<file path="config.mk">
export PLATFORM = sky130hd
export DESIGN_NAME = radio_command_frame_receiver_unit_flat
export DESIGN_NICKNAME = d
export VERILOG_FILES = /design/src/sv/rcfr_pkg.sv /design/src/sv/rcfr_if.sv /design/src/sv/rcfr_ram.sv /design/src/sv/rcfr_deframer.sv /design/src/sv/radio_command_frame_receiver_unit.sv /design/src/flat_wrapper.sv
export SDC_FILE = /design/constraint.sdc
export NUM_CORES = 2
export LEC_CHECK = 0
export BUFFER_PORTS_ARGS = -buffer_cell sky130_fd_sc_hd__buf_4
export CAP_MARGIN = 5
export CORE_MARGIN = 3
export CORE_UTILIZATION = 42
export DETAILED_ROUTE_END_ITERATION = 7
export GPL_TIMING_DRIVEN = 0
export HOLD_SLACK_MARGIN = 0.05
export SLEW_MARGIN = 20
export SYNTH_ARGS = -nofsm -noshare
export SYNTH_HDL_FRONTEND = slang
export SYNTH_SLANG_ARGS = --single-unit
</file>
<file path="constraint.sdc">
create_clock -name clk -period 15.25 [get_ports clk]
set_clock_uncertainty 0.1 [all_clocks]
set_input_delay 1.525 -clock clk [delete_from_list [all_inputs] [get_ports clk]]
set_output_delay 1.525 -clock clk [all_outputs]
set_load 0.01 [all_outputs]
</file>
<file path="src/sv/rcfr_pkg.sv">
// Shared types and constants for the radio command frame receiver.
// No dependencies; the interfaces, the deframer and the top level use this package.
`default_nettype none

package rcfr_pkg;

	localparam int BODY_DEPTH   = 256;
	localparam int HEADER_BYTES = 5;
	localparam int BODY_AW      = $clog2(BODY_DEPTH);
	localparam int HPOS_W       = $clog2(HEADER_BYTES + 1);
	localparam int CFG_IDX_W    = 2;
	localparam int CFG_DATA_W   = 8;

	localparam logic [HPOS_W-1:0] HPOS_IDLE   = HPOS_W'(0);
	localparam logic [HPOS_W-1:0] HPOS_FIRST  = HPOS_W'(1);
	localparam logic [HPOS_W-1:0] HPOS_SECOND = HPOS_W'(1);
	localparam logic [HPOS_W-1:0] HPOS_THIRD  = HPOS_W'(2);
	localparam logic [HPOS_W-1:0] HPOS_LEN    = HPOS_W'(4);
	localparam logic [HPOS_W-1:0] HPOS_FULL   = HPOS_W'(HEADER_BYTES);

	localparam logic [7:0] LEN_OVERHEAD = 8'd2;
	localparam logic [7:0] LEN_SHORT    = 8'd1;

	localparam logic OP_RX   = 1'b0;
	localparam logic OP_READ = 1'b1;

	localparam logic [CFG_IDX_W-1:0] REG_SYNC_FIRST   = CFG_IDX_W'(0);
	localparam logic [CFG_IDX_W-1:0] REG_SYNC_SECOND  = CFG_IDX_W'(1);
	localparam logic [CFG_IDX_W-1:0] REG_COMMAND_TYPE = CFG_IDX_W'(2);

	typedef struct packed {
		logic       opcode;
		logic [7:0] rx_byte;
		logic [7:0] read_index;
	} in_beat_t;

	typedef struct packed {
		logic       frame_done;
		logic [7:0] frame_id;
		logic [7:0] ack_number;
		logic [7:0] payload_length;
		logic       short_frame;
		logic [7:0] read_data;
	} out_beat_t;

	typedef struct packed {
		logic [7:0] sync_first;
		logic [7:0] sync_second;
		logic [7:0] command_type;
	} cfg_t;

	typedef struct packed {
		logic       frame_done;
		logic [7:0] frame_id;
		logic [7:0] ack_number;
		logic [7:0] payload_length;
		logic       short_frame;
	} frame_res_t;

	typedef struct packed {
		logic               en;
		logic [BODY_AW-1:0] addr;
		logic [7:0]         data;
	} ram_wr_t;

endpackage

`default_nettype wire

</file>
<file path="src/sv/rcfr_if.sv">
// Valid/ready channel interfaces for input and result beats.
// Depends on rcfr_pkg for the payload types.
`default_nettype none

interface rcfr_in_if;
	logic               valid;
	logic               ready;
	rcfr_pkg::in_beat_t payload;

	modport source (output valid, output payload, input ready);
	modport sink (input valid, input payload, output ready);
endinterface

interface rcfr_out_if;
	logic                valid;
	logic                ready;
	rcfr_pkg::out_beat_t payload;

	modport source (output valid, output payload, input ready);
	modport sink (input valid, input payload, output ready);
endinterface

`default_nettype wire

</file>
<file path="src/sv/rcfr_ram.sv">
// Generic single-write, single-read RAM with registered read data.
// No dependencies.
`default_nettype none

module rcfr_ram #(
	parameter int WIDTH = 8,
	parameter int DEPTH = 256
) (
	input  wire logic                     clk,
	input  wire logic                     we,
	input  wire logic [$clog2(DEPTH)-1:0] waddr,
	input  wire logic [WIDTH-1:0]         wdata,
	input  wire logic                     re,
	input  wire logic [$clog2(DEPTH)-1:0] raddr,
	output      logic [WIDTH-1:0]         rdata
);

	logic [WIDTH-1:0] mem_q [DEPTH];

	always_ff @(posedge clk) begin
		if (we) begin
			mem_q[waddr] <= wdata;
		end
		if (re) begin
			rdata <= mem_q[raddr];
		end
	end

endmodule

`default_nettype wire

</file>
<file path="src/sv/rcfr_deframer.sv">
// Header and body tracking for received bytes; one byte per step.
// Depends on rcfr_pkg; drives the body buffer write port.
`default_nettype none

module rcfr_deframer (
	input  wire logic                 clk,
	input  wire logic                 arst_n,
	input  wire logic                 step,
	input  wire logic [7:0]           rx_byte,
	input  wire rcfr_pkg::cfg_t       cfg,
	output      rcfr_pkg::frame_res_t res,
	output      rcfr_pkg::ram_wr_t    ram_wr
);
	import rcfr_pkg::*;

	logic [7:0]        hdr0_q, hdr1_q, hdr2_q, hdr4_q;
	logic [HPOS_W-1:0] hpos_q;
	logic              recv_q;
	logic [7:0]        blen_q, bpos_q, ack_q, id_q;

	logic [7:0]        hdr0_d, hdr1_d, hdr2_d, hdr4_d;
	logic [HPOS_W-1:0] hpos_d;
	logic              recv_d;
	logic [7:0]        blen_d, bpos_d, ack_d, id_d;
	logic              sync_hit, collecting, match;
	logic [7:0]        bpos_inc;

	assign sync_hit   = (rx_byte == cfg.sync_first);
	assign collecting = (hpos_q != HPOS_IDLE) && (hpos_q != HPOS_FULL);
	assign bpos_inc   = bpos_q + 8'd1;

	always_comb begin
		hdr0_d = hdr0_q;
		hdr1_d = hdr1_q;
		hdr2_d = hdr2_q;
		hdr4_d = hdr4_q;
		hpos_d = hpos_q;
		recv_d = recv_q;
		blen_d = blen_q;
		bpos_d = bpos_q;
		ack_d  = ack_q;
		id_d   = id_q;
		res    = '0;
		ram_wr = '0;
		if (collecting) begin
			if (hpos_q == HPOS_SECOND) hdr1_d = rx_byte;
			if (hpos_q == HPOS_THIRD)  hdr2_d = rx_byte;
			if (hpos_q == HPOS_LEN)    hdr4_d = rx_byte;
			hpos_d = hpos_q + HPOS_W'(1);
		end
		if (sync_hit) begin
			hdr0_d = rx_byte;
			hpos_d = HPOS_FIRST;
		end
		match = (hpos_d == HPOS_FULL) && (hdr0_d == cfg.sync_first)
			&& (hdr1_d == cfg.sync_second) && (hdr2_d == cfg.command_type);
		if (match) begin
			hpos_d = HPOS_IDLE;
			blen_d = hdr4_d;
			bpos_d = 8'd0;
			recv_d = 1'b1;
		end else if (recv_q) begin
			ram_wr.en   = 1'b1;
			ram_wr.addr = BODY_AW'(bpos_q);
			ram_wr.data = rx_byte;
			if (bpos_q == 8'd0) ack_d = rx_byte;
			if (bpos_q == 8'd1) id_d = rx_byte;
			bpos_d = bpos_inc;
			if (bpos_inc == blen_q) begin
				recv_d             = 1'b0;
				blen_d             = 8'd0;
				res.frame_done     = 1'b1;
				res.short_frame    = (blen_q == LEN_SHORT);
				res.ack_number     = ack_d;
				res.frame_id       = (blen_q == LEN_SHORT) ? 8'd0 : id_d;
				res.payload_length = (blen_q == LEN_SHORT) ? 8'd0 : blen_q - LEN_OVERHEAD;
			end
		end
	end

	always_ff @(posedge clk or negedge arst_n) begin
		if (!arst_n) begin
			hdr0_q <= '0;
			hdr1_q <= '0;
			hdr2_q <= '0;
			hdr4_q <= '0;
			hpos_q <= HPOS_IDLE;
			recv_q <= 1'b0;
			blen_q <= '0;
			bpos_q <= '0;
		end else if (step) begin
			hdr0_q <= hdr0_d;
			hdr1_q <= hdr1_d;
			hdr2_q <= hdr2_d;
			hdr4_q <= hdr4_d;
			hpos_q <= hpos_d;
			recv_q <= recv_d;
			blen_q <= blen_d;
			bpos_q <= bpos_d;
		end
	end

	always_ff @(posedge clk) begin
		if (step) begin
			ack_q <= ack_d;
			id_q  <= id_d;
		end
	end

endmodule

`default_nettype wire

</file>
<file path="src/sv/radio_command_frame_receiver_unit.sv">
// Top level of the radio command frame receiver: channels, config, body buffer.
// Depends on rcfr_pkg, rcfr_if, rcfr_ram and rcfr_deframer.
//
//   port          dir   beat contents
//   in_ch         sink  opcode, rx_byte, read_index
//   out_ch        src   frame_done, frame_id, ack_number, payload_length,
//                       short_frame, read_data
//   write_*       in    register index and 8-bit value, no handshake
//
// One beat in and one beat out per cycle while out_ch.ready holds; a beat passes
// the input register, then the result register alongside the body buffer's registered read.
// Reset clears all control state and the config registers to zero.
// A stalled result holds both stages; in_ch.ready drops only when both are full.
`default_nettype none

module radio_command_frame_receiver_unit (
	input  wire logic                               clk,
	input  wire logic                               arst_n,
	rcfr_in_if.sink                                 in_ch,
	rcfr_out_if.source                              out_ch,
	input  wire logic                               write_enable,
	input  wire logic [rcfr_pkg::CFG_IDX_W-1:0]     write_index,
	input  wire logic [rcfr_pkg::CFG_DATA_W-1:0]    write_data
);
	import rcfr_pkg::*;

	cfg_t       cfg_q;
	in_beat_t   item_s1;
	logic       valid_s1;
	frame_res_t res_s2;
	logic       read_s2;
	logic       valid_s2;

	logic       advance, load_s1, step, ram_re;
	frame_res_t res;
	ram_wr_t    ram_wr;
	logic [7:0] ram_rdata;

	assign advance     = !valid_s2 || out_ch.ready;
	assign in_ch.ready = !valid_s1 || advance;
	assign load_s1     = in_ch.valid && in_ch.ready;
	assign step        = valid_s1 && advance && (item_s1.opcode == OP_RX);
	assign ram_re      = valid_s1 && advance && (item_s1.opcode == OP_READ);

	always_ff @(posedge clk or negedge arst_n) begin
		if (!arst_n) begin
			cfg_q <= '0;
		end else if (write_enable) begin
			unique case (write_index)
				REG_SYNC_FIRST:   cfg_q.sync_first   <= write_data;
				REG_SYNC_SECOND:  cfg_q.sync_second  <= write_data;
				REG_COMMAND_TYPE: cfg_q.command_type <= write_data;
				default: ;
			endcase
		end
	end

	always_ff @(posedge clk or negedge arst_n) begin
		if (!arst_n) begin
			valid_s1 <= 1'b0;
			valid_s2 <= 1'b0;
		end else begin
			if (in_ch.ready) valid_s1 <= in_ch.valid;
			if (advance)     valid_s2 <= valid_s1;
		end
	end

	always_ff @(posedge clk) begin
		if (load_s1) item_s1 <= in_ch.payload;
		if (advance) begin
			res_s2  <= res;
			read_s2 <= (item_s1.opcode == OP_READ);
		end
	end

	rcfr_deframer u_deframer (
		.clk     (clk),
		.arst_n  (arst_n),
		.step    (step),
		.rx_byte (item_s1.rx_byte),
		.cfg     (cfg_q),
		.res     (res),
		.ram_wr  (ram_wr)
	);

	rcfr_ram #(
		.WIDTH (8),
		.DEPTH (BODY_DEPTH)
	) u_body_ram (
		.clk   (clk),
		.we    (ram_wr.en && step),
		.waddr (ram_wr.addr),
		.wdata (ram_wr.data),
		.re    (ram_re),
		.raddr (BODY_AW'(item_s1.read_index)),
		.rdata (ram_rdata)
	);

	always_comb begin
		out_ch.valid                  = valid_s2;
		out_ch.payload.frame_done     = read_s2 ? 1'b0 : res_s2.frame_done;
		out_ch.payload.frame_id       = read_s2 ? 8'd0 : res_s2.frame_id;
		out_ch.payload.ack_number     = read_s2 ? 8'd0 : res_s2.ack_number;
		out_ch.payload.payload_length = read_s2 ? 8'd0 : res_s2.payload_length;
		out_ch.payload.short_frame    = read_s2 ? 1'b0 : res_s2.short_frame;
		out_ch.payload.read_data      = read_s2 ? ram_rdata : 8'd0;
	end

	a_no_write_on_read: assert property (@(posedge clk) disable iff (!arst_n)
		!(ram_re && ram_wr.en && step))
		else $error("body buffer written by a read beat");

	a_short_len: assert property (@(posedge clk) disable iff (!arst_n)
		(out_ch.valid && out_ch.payload.short_frame) |->
			(out_ch.payload.frame_done && out_ch.payload.payload_length == 8'd0))
		else $error("short frame with non-zero payload length");

	a_s2_loads_from_s1: assert property (@(posedge clk) disable iff (!arst_n)
		(valid_s1 && advance) |=> valid_s2)
		else $error("result stage lost a beat");

	a_ready_when_free: assert property (@(posedge clk) disable iff (!arst_n)
		(!valid_s1 || !valid_s2) |-> in_ch.ready)
		else $error("input stalled with a free stage");

endmodule

`default_nettype wire
</file>
<file path="src/flat_wrapper.sv">
// flat-port wrapper written by rule: the top's interface ports become plain ports
module radio_command_frame_receiver_unit_flat import rcfr_pkg::*;
  (clk, arst_n, write_enable, write_index, write_data, in_ch_valid, in_ch_payload, in_ch_ready, out_ch_valid, out_ch_payload, out_ch_ready);
  rcfr_in_if in_ch_i ();
  rcfr_out_if out_ch_i ();
  input  wire logic clk;
  input  wire logic arst_n;
  input  wire logic write_enable;
  input  wire logic [rcfr_pkg::CFG_IDX_W-1:0] write_index;
  input  wire logic [rcfr_pkg::CFG_DATA_W-1:0] write_data;
  input wire logic [$bits(in_ch_i.valid)-1:0] in_ch_valid;
  input wire logic [$bits(in_ch_i.payload)-1:0] in_ch_payload;
  output wire logic [$bits(in_ch_i.ready)-1:0] in_ch_ready;
  output wire logic [$bits(out_ch_i.valid)-1:0] out_ch_valid;
  output wire logic [$bits(out_ch_i.payload)-1:0] out_ch_payload;
  input wire logic [$bits(out_ch_i.ready)-1:0] out_ch_ready;
  assign in_ch_i.valid = in_ch_valid;
  assign in_ch_i.payload = in_ch_payload;
  assign in_ch_ready = in_ch_i.ready;
  assign out_ch_valid = out_ch_i.valid;
  assign out_ch_payload = out_ch_i.payload;
  assign out_ch_i.ready = out_ch_ready;
  radio_command_frame_receiver_unit u_core (.clk(clk), .arst_n(arst_n), .in_ch(in_ch_i), .out_ch(out_ch_i), .write_enable(write_enable), .write_index(write_index), .write_data(write_data));
endmodule
</file>
After elaboration in Yosys (flattened, before gate mapping)
Memories as Yosys holds them, arrays and structs flattened. A register that Yosys moved wholly into a read port is not among the register bits. Index checks and enable logic that the tools add are counted.

Reduce and logical (&&, ||, !) cells: 27. Bitwise operators: 4. Equal/unequal tests: 14. Mux-type cells: 33. Add/subtract/negate cells: 3.

Operator list (count): two-way mux 8 bit (20); == test 8 bit (5); two-way mux 17 bit (2); two-way mux 26 bit (1); == test 8 x 1 -> 1 bit (second input constant) (2); logical AND 1 bit (9); two-way mux 3 bit (3); adder 8 x 1 -> 8 bit (second input constant) (1); logical NOT 8 bit (1); AND reduction 2 bit (4); subtractor 8 x 2 -> 8 bit (second input constant) (1); two-way mux 1 bit (7); == test 3 bit (second input constant) (2); AND reduction 3 bit (2); NOT 1 bit (4); nonzero test 2 bit (2); OR reduction 4 bit (1); adder 3 x 1 -> 3 bit (second input constant) (1); == test 3 x 1 -> 1 bit (second input constant) (1); == test 3 x 2 -> 1 bit (second input constant) (1); != test 3 bit (second input constant) (1); nonzero test 3 bit (1); OR reduction 3 bit (1); == test 2 x 1 -> 1 bit (second input constant) (1); 5 further kinds (7).

Logic and storage cells: 106. Input port bits: 32. Register bits: 138. Bits in writable memories: 2048. Memories kept: 1.

Memory list: u_core.u_body_ram.mem_q (words 256, width 8, rd ports 1, clocked after memory_dff 1, wr ports 1, line rcfr_ram.sv:18) `logic [WIDTH-1:0] mem_q [DEPTH];`.

Longest topological paths before layout
Word-level depth: 12. Mapped depth: 13.

By module
From an unflattened synthesis, not the netlist that was laid out.

Cell total of the unflattened synthesis: 4362. Area, all modules: 86869.6 um^2.

Modules (own cells, without submodules): rcfr_ram (times used 1, seq. area each 61739.2 um^2, area an instance 79636.4 um^2, cells an instance 3733); rcfr_deframer (times used 1, seq. area each 1781.7 um^2, area an instance 4668.2 um^2, cells an instance 485); radio_command_frame_receiver_unit (times used 1, seq. area each 1971.9 um^2, area an instance 2565.0 um^2, cells an instance 144).

Least setup slack after synthesis
OpenSTA, ideal clock, no wires.

Path kind: flip-flop to flip-flop. From: register u_core.u_deframer.hpos_q[0]. To: memory u_core.u_body_ram.mem_q[0][0], data pin. Cell stages (with the launch flop): 11. Period minus slack after synthesis: 9.754 ns. Path slack: 5.496 ns. Setup time: 1.393 ns. Path buffers: 2. Arrival: 8.261 ns. Cells stage by stage: dfrtp_1 -> inv_1 -> ha_1 -> or3b_2 -> clkbuf_1 -> buf_2 -> a221oi_1 -> nor4_1 -> nand4_1 -> o21ai_1 -> nor2_1.

RTL lines: from (decl) (line rcfr_deframer.sv:17) `logic [HPOS_W-1:0] hpos_q;`; from (signal assigned) (line rcfr_deframer.sv:96) `hpos_q <= hpos_d;`; to (decl) (line rcfr_ram.sv:18).

==> flow_summary.toml <==
[outcome]
outcome = "finished, violations left"
violations = "DRC"

[timing]
setup_violations = 0
hold_violations = 0
fin_crit_sh = 0.3968
finalCriticalPeriod_ns = 6.051
slew_violations = 0
hold_ws_ns = 0.3872
fmax_mhz = 165.3
slew_headroom = 0.1927
worst_pin_slew_ns = 1.211
grt_setup_unrepaired = "false"
fin_tns_setup_ns = 0

[drt]
routed_wl_um = 242400
drc = 2
drtIter0Drc = 5979
routed_via_density = 6.135
met3RoutedLength_um = 23270
dr.max_layer_used = "met4"
met1_length_um = 96540
num_vias = 45494
firstDrtPassIters = 8
ant_nets = 0
wire_per_inst_um = 32.69
route.met2.wl_um = 112600

[setup_path]
slowest_stage = "clkbuf_1"
path_class = "reg -> reg"
cp-end-kind = "register"
critPathMaxStageDelay_ns = 0.92
cp.required_ns = 15.64
reg2reg_setup_slack_ns = 9.20
crit_path_start = "u_core.item_s1[1]$_DFFE_PP_"
cp_common_cell = "clkbuf_1"
path_max_fanout = 10
crit_chain = "clkbuf_1, clkbuf_1, buf_2, clkbuf_1, clkbuf_1, mux4_2, a22oi_1, a21oi_1, o41ai_1, o211ai_1"
crit_arrival_ns = 6.44
start_kind = "register"
r2r-start = "u_core.item_s1[1]$_DFFE_PP_"

[clocking]
clkLatencyLatePin_ns = 0.86
clockBufferDepth = 3
cts_htree_levels = 4
post_cts_buffers = 0
clk_pin_slew_ns = 0.06
cts_resized = 0
clockRootBuffer = "clkbuf_16"
tritoncts = "built"
cts_sinks = 2194
cts_buffers = 213
cts_hold_repair.buffers = 0

[power_and_ir_drop]
switching_power_mw = 2.484
combPwrFrac = 0.027
peakVddDrop_uv = 146.2
p_per_area_mw_per_mm2 = 120.9
p_sw_frac = 0.2063
leakage_nw = 35.58
intPower_mw = 9.556
p_seq_frac = 0.544
p_clk_frac = 0.428

[finish]
final_util = 0.4918
layoutNonFillerInstCount = 7415
layout.nets = 4604
final_common_cell = "edfxtp_1"
drive_gt1_frac = 0.2987
area_growth_pct = 16.12
fillers = 16194
register_area_mm2 = 0.06549
final_cell_mix = "edfxtp_1 (2116), mux4_2 (512), a22oi_1 (265)"
multiInputGateArea_mm2 = 0.02040

[die]
start_util = 0.4235
dieArea_mm2 = 0.2097
num_rows = 165
design.core.area_mm2 = 0.2025
die_h_um = 457.9
ios = 68
die_w_um = 457.9

[synthesis]
syn_area_per_cell_um2 = 20.61
ys.flop_type = "edfxtp_1"
synth-seq-cells = 2194
synth_top_cell_by_area = "edfxtp_1"
synth_edf_count = 2116
syn_nets = 4202
synth_warnings = 0
ys_seq_area_frac = 0.7636
yosysUniqueCellTypes = 60
syn_area_mm2 = 0.08577
ys_async_sr_fraction = 0.03555
synth_top_cells_by_area = "edfxtp_1 (74%), mux4_2 (13%), a22oi_1 (2.3%), dfrtp_1 (2.3%), nor3_1 (1.5%)"
synth_top_area_share = 0.7408
syn-instance-count = 4162

[global_route]
grt_pass1_vias = 45168
grt_pass1_wl_um = 341500
grt_usage = 0.2298
antenna_found_initial = 5
grt_max_degree = 79
grt_remaining_overflow = 0

[placement]
dp_hpwl_um = 163900
port_buffers = 67
gp_congestion = 0.9370
dp.cells = 7019

[hold_path]
min_from = "u_core.u_deframer.hdr0_q[4]$_DFFE_PN0P_"
hp-class = "reg -> reg"

[job]
drv_cap = 0
synth_stat cells, types with 8 or more instances:
| cell | n |
|---|---|
| nand2b_1 | 12 |
| ha_1 | 8 |
| inv_1 | 21 |
| edfxtp_1 | 2116 |
| nand2_1 | 75 |
| buf_2 | 44 |
| and3_1 | 9 |
| mux2_2 | 62 |
| nor2b_1 | 55 |
| xor2_1 | 21 |
| or4_1 | 18 |
| and2_1 | 15 |
| mux4_2 | 512 |
| nand3_1 | 18 |
| mux2i_1 | 24 |
| xnor2_1 | 22 |
| clkbuf_1 | 166 |
| buf_1 | 48 |
| nor4_1 | 25 |
| o211ai_1 | 14 |
| o41ai_1 | 8 |
| a22oi_1 | 265 |
| nor2_1 | 44 |
| buf_4 | 14 |
| o21ai_0 | 20 |
| a21oi_1 | 133 |
| dfrtp_1 | 78 |
| nor3_1 | 251 |
area by class of cell:
cell class / count / share of cell area
clock inverters: 109 / 0.009586
plain buffers: 275 / 0.01209
inverters: 21 / 0.0007915
flip-flops and latches: 2194 / 0.6576
multi-input cells: 1672 / 0.2048
diodes: 2 / 0.00005025
clock buffers: 283 / 0.05815
well taps: 2672 / 0.03357
repair buffers: 187 / 0.02337
stage by stage:
step	power (mW)	setup slack (ns)	cell area, um2
2_1_floorplan	6.873	5.496	85770
3_3_place_gp	7.007	-3.933	89620
3_5_place_dp	7.010	9.331	92800
4_1_cts	12.10	9.303	99540
5_1_grt	12.36	9.117	99590
6_report	12.04	9.199	99590
kinds of logic after synthesis:
family / share of synthesized area
buffers and inverters: 0.01447
multiplexers: 0.1454
flip-flops: 0.7636
AO/OA/AOI/OAI: 0.03742
adder cells (fa/ha/maj): 0.001167
AND/OR/NAND/NOR: 0.03332
XOR/XNOR: 0.004654
worst max-delay path, delay by kind of cell (launching register included):
kind / cells / cell delay (ns)
buffers and inverters: 5 / 3.43
AOI/OAI and AO/OA: 4 / 1.37
muxes: 1 / 0.44
DFF: 1 / 0.32
per-layer routing:
layer | GRT usage | up-vias
li1 | - | 18305
met1 | 0.3252 | 24416
met2 | 0.3525 | 2322
met3 | 0.04924 | 451
met4 | 0.08647 | 0
met5 | 0 | -
power by group through the flow:
| stage | Combinational, mW | Sequential [mW] | Clock (mW) |
|---|---|---|---|
| floorplan | 0.202 | 6.67 | 0 |
| global placement | 0.326 | 6.68 | 0 |
| detailed placement | 0.329 | 6.68 | 0 |
| CTS | 0.330 | 6.55 | 5.22 |
| global route | 0.349 | 6.55 | 5.46 |
| finish | 0.328 | 6.55 | 5.16 |
sequential cells by signal, indices dropped and copies added (netlist names), 3 cells and up:
register / cells
u_core.u_deframer.ack_q: 8
u_core.u_deframer.hdr1_q: 8
u_core.u_body_ram.mem_q: 2048
u_core.u_body_ram.rdata: 8
u_core.cfg_q: 24
u_core.u_deframer.hdr4_q: 8
u_core.u_deframer.hdr0_q: 8
u_core.u_deframer.hpos_q: 3
u_core.u_deframer.bpos_q: 8
u_core.res_s2: 26
u_core.item_s1: 17
u_core.u_deframer.hdr2_q: 8
u_core.u_deframer.blen_q: 8
u_core.u_deframer.id_q: 8
worst paths after layout:
check | depth (start not counted) | end
max reg2reg | 10 | u_core.u_body_ram.rdata[2]$_DFFE_PP_
min | 2 | u_core.u_deframer.hdr0_q[4]$_DFFE_PN0P_
min in group asynchronous | 1 | u_core.out_ch.valid$_DFFE_PN0P_
max | 10 | u_core.u_body_ram.rdata[2]$_DFFE_PP_
max in group asynchronous | 2 | u_core.u_deframer.hdr4_q[6]$_DFFE_PN0P_
min reg2reg | 2 | u_core.u_deframer.hdr0_q[4]$_DFFE_PN0P_
Note: power is estimated with default switching activity, not from simulation.
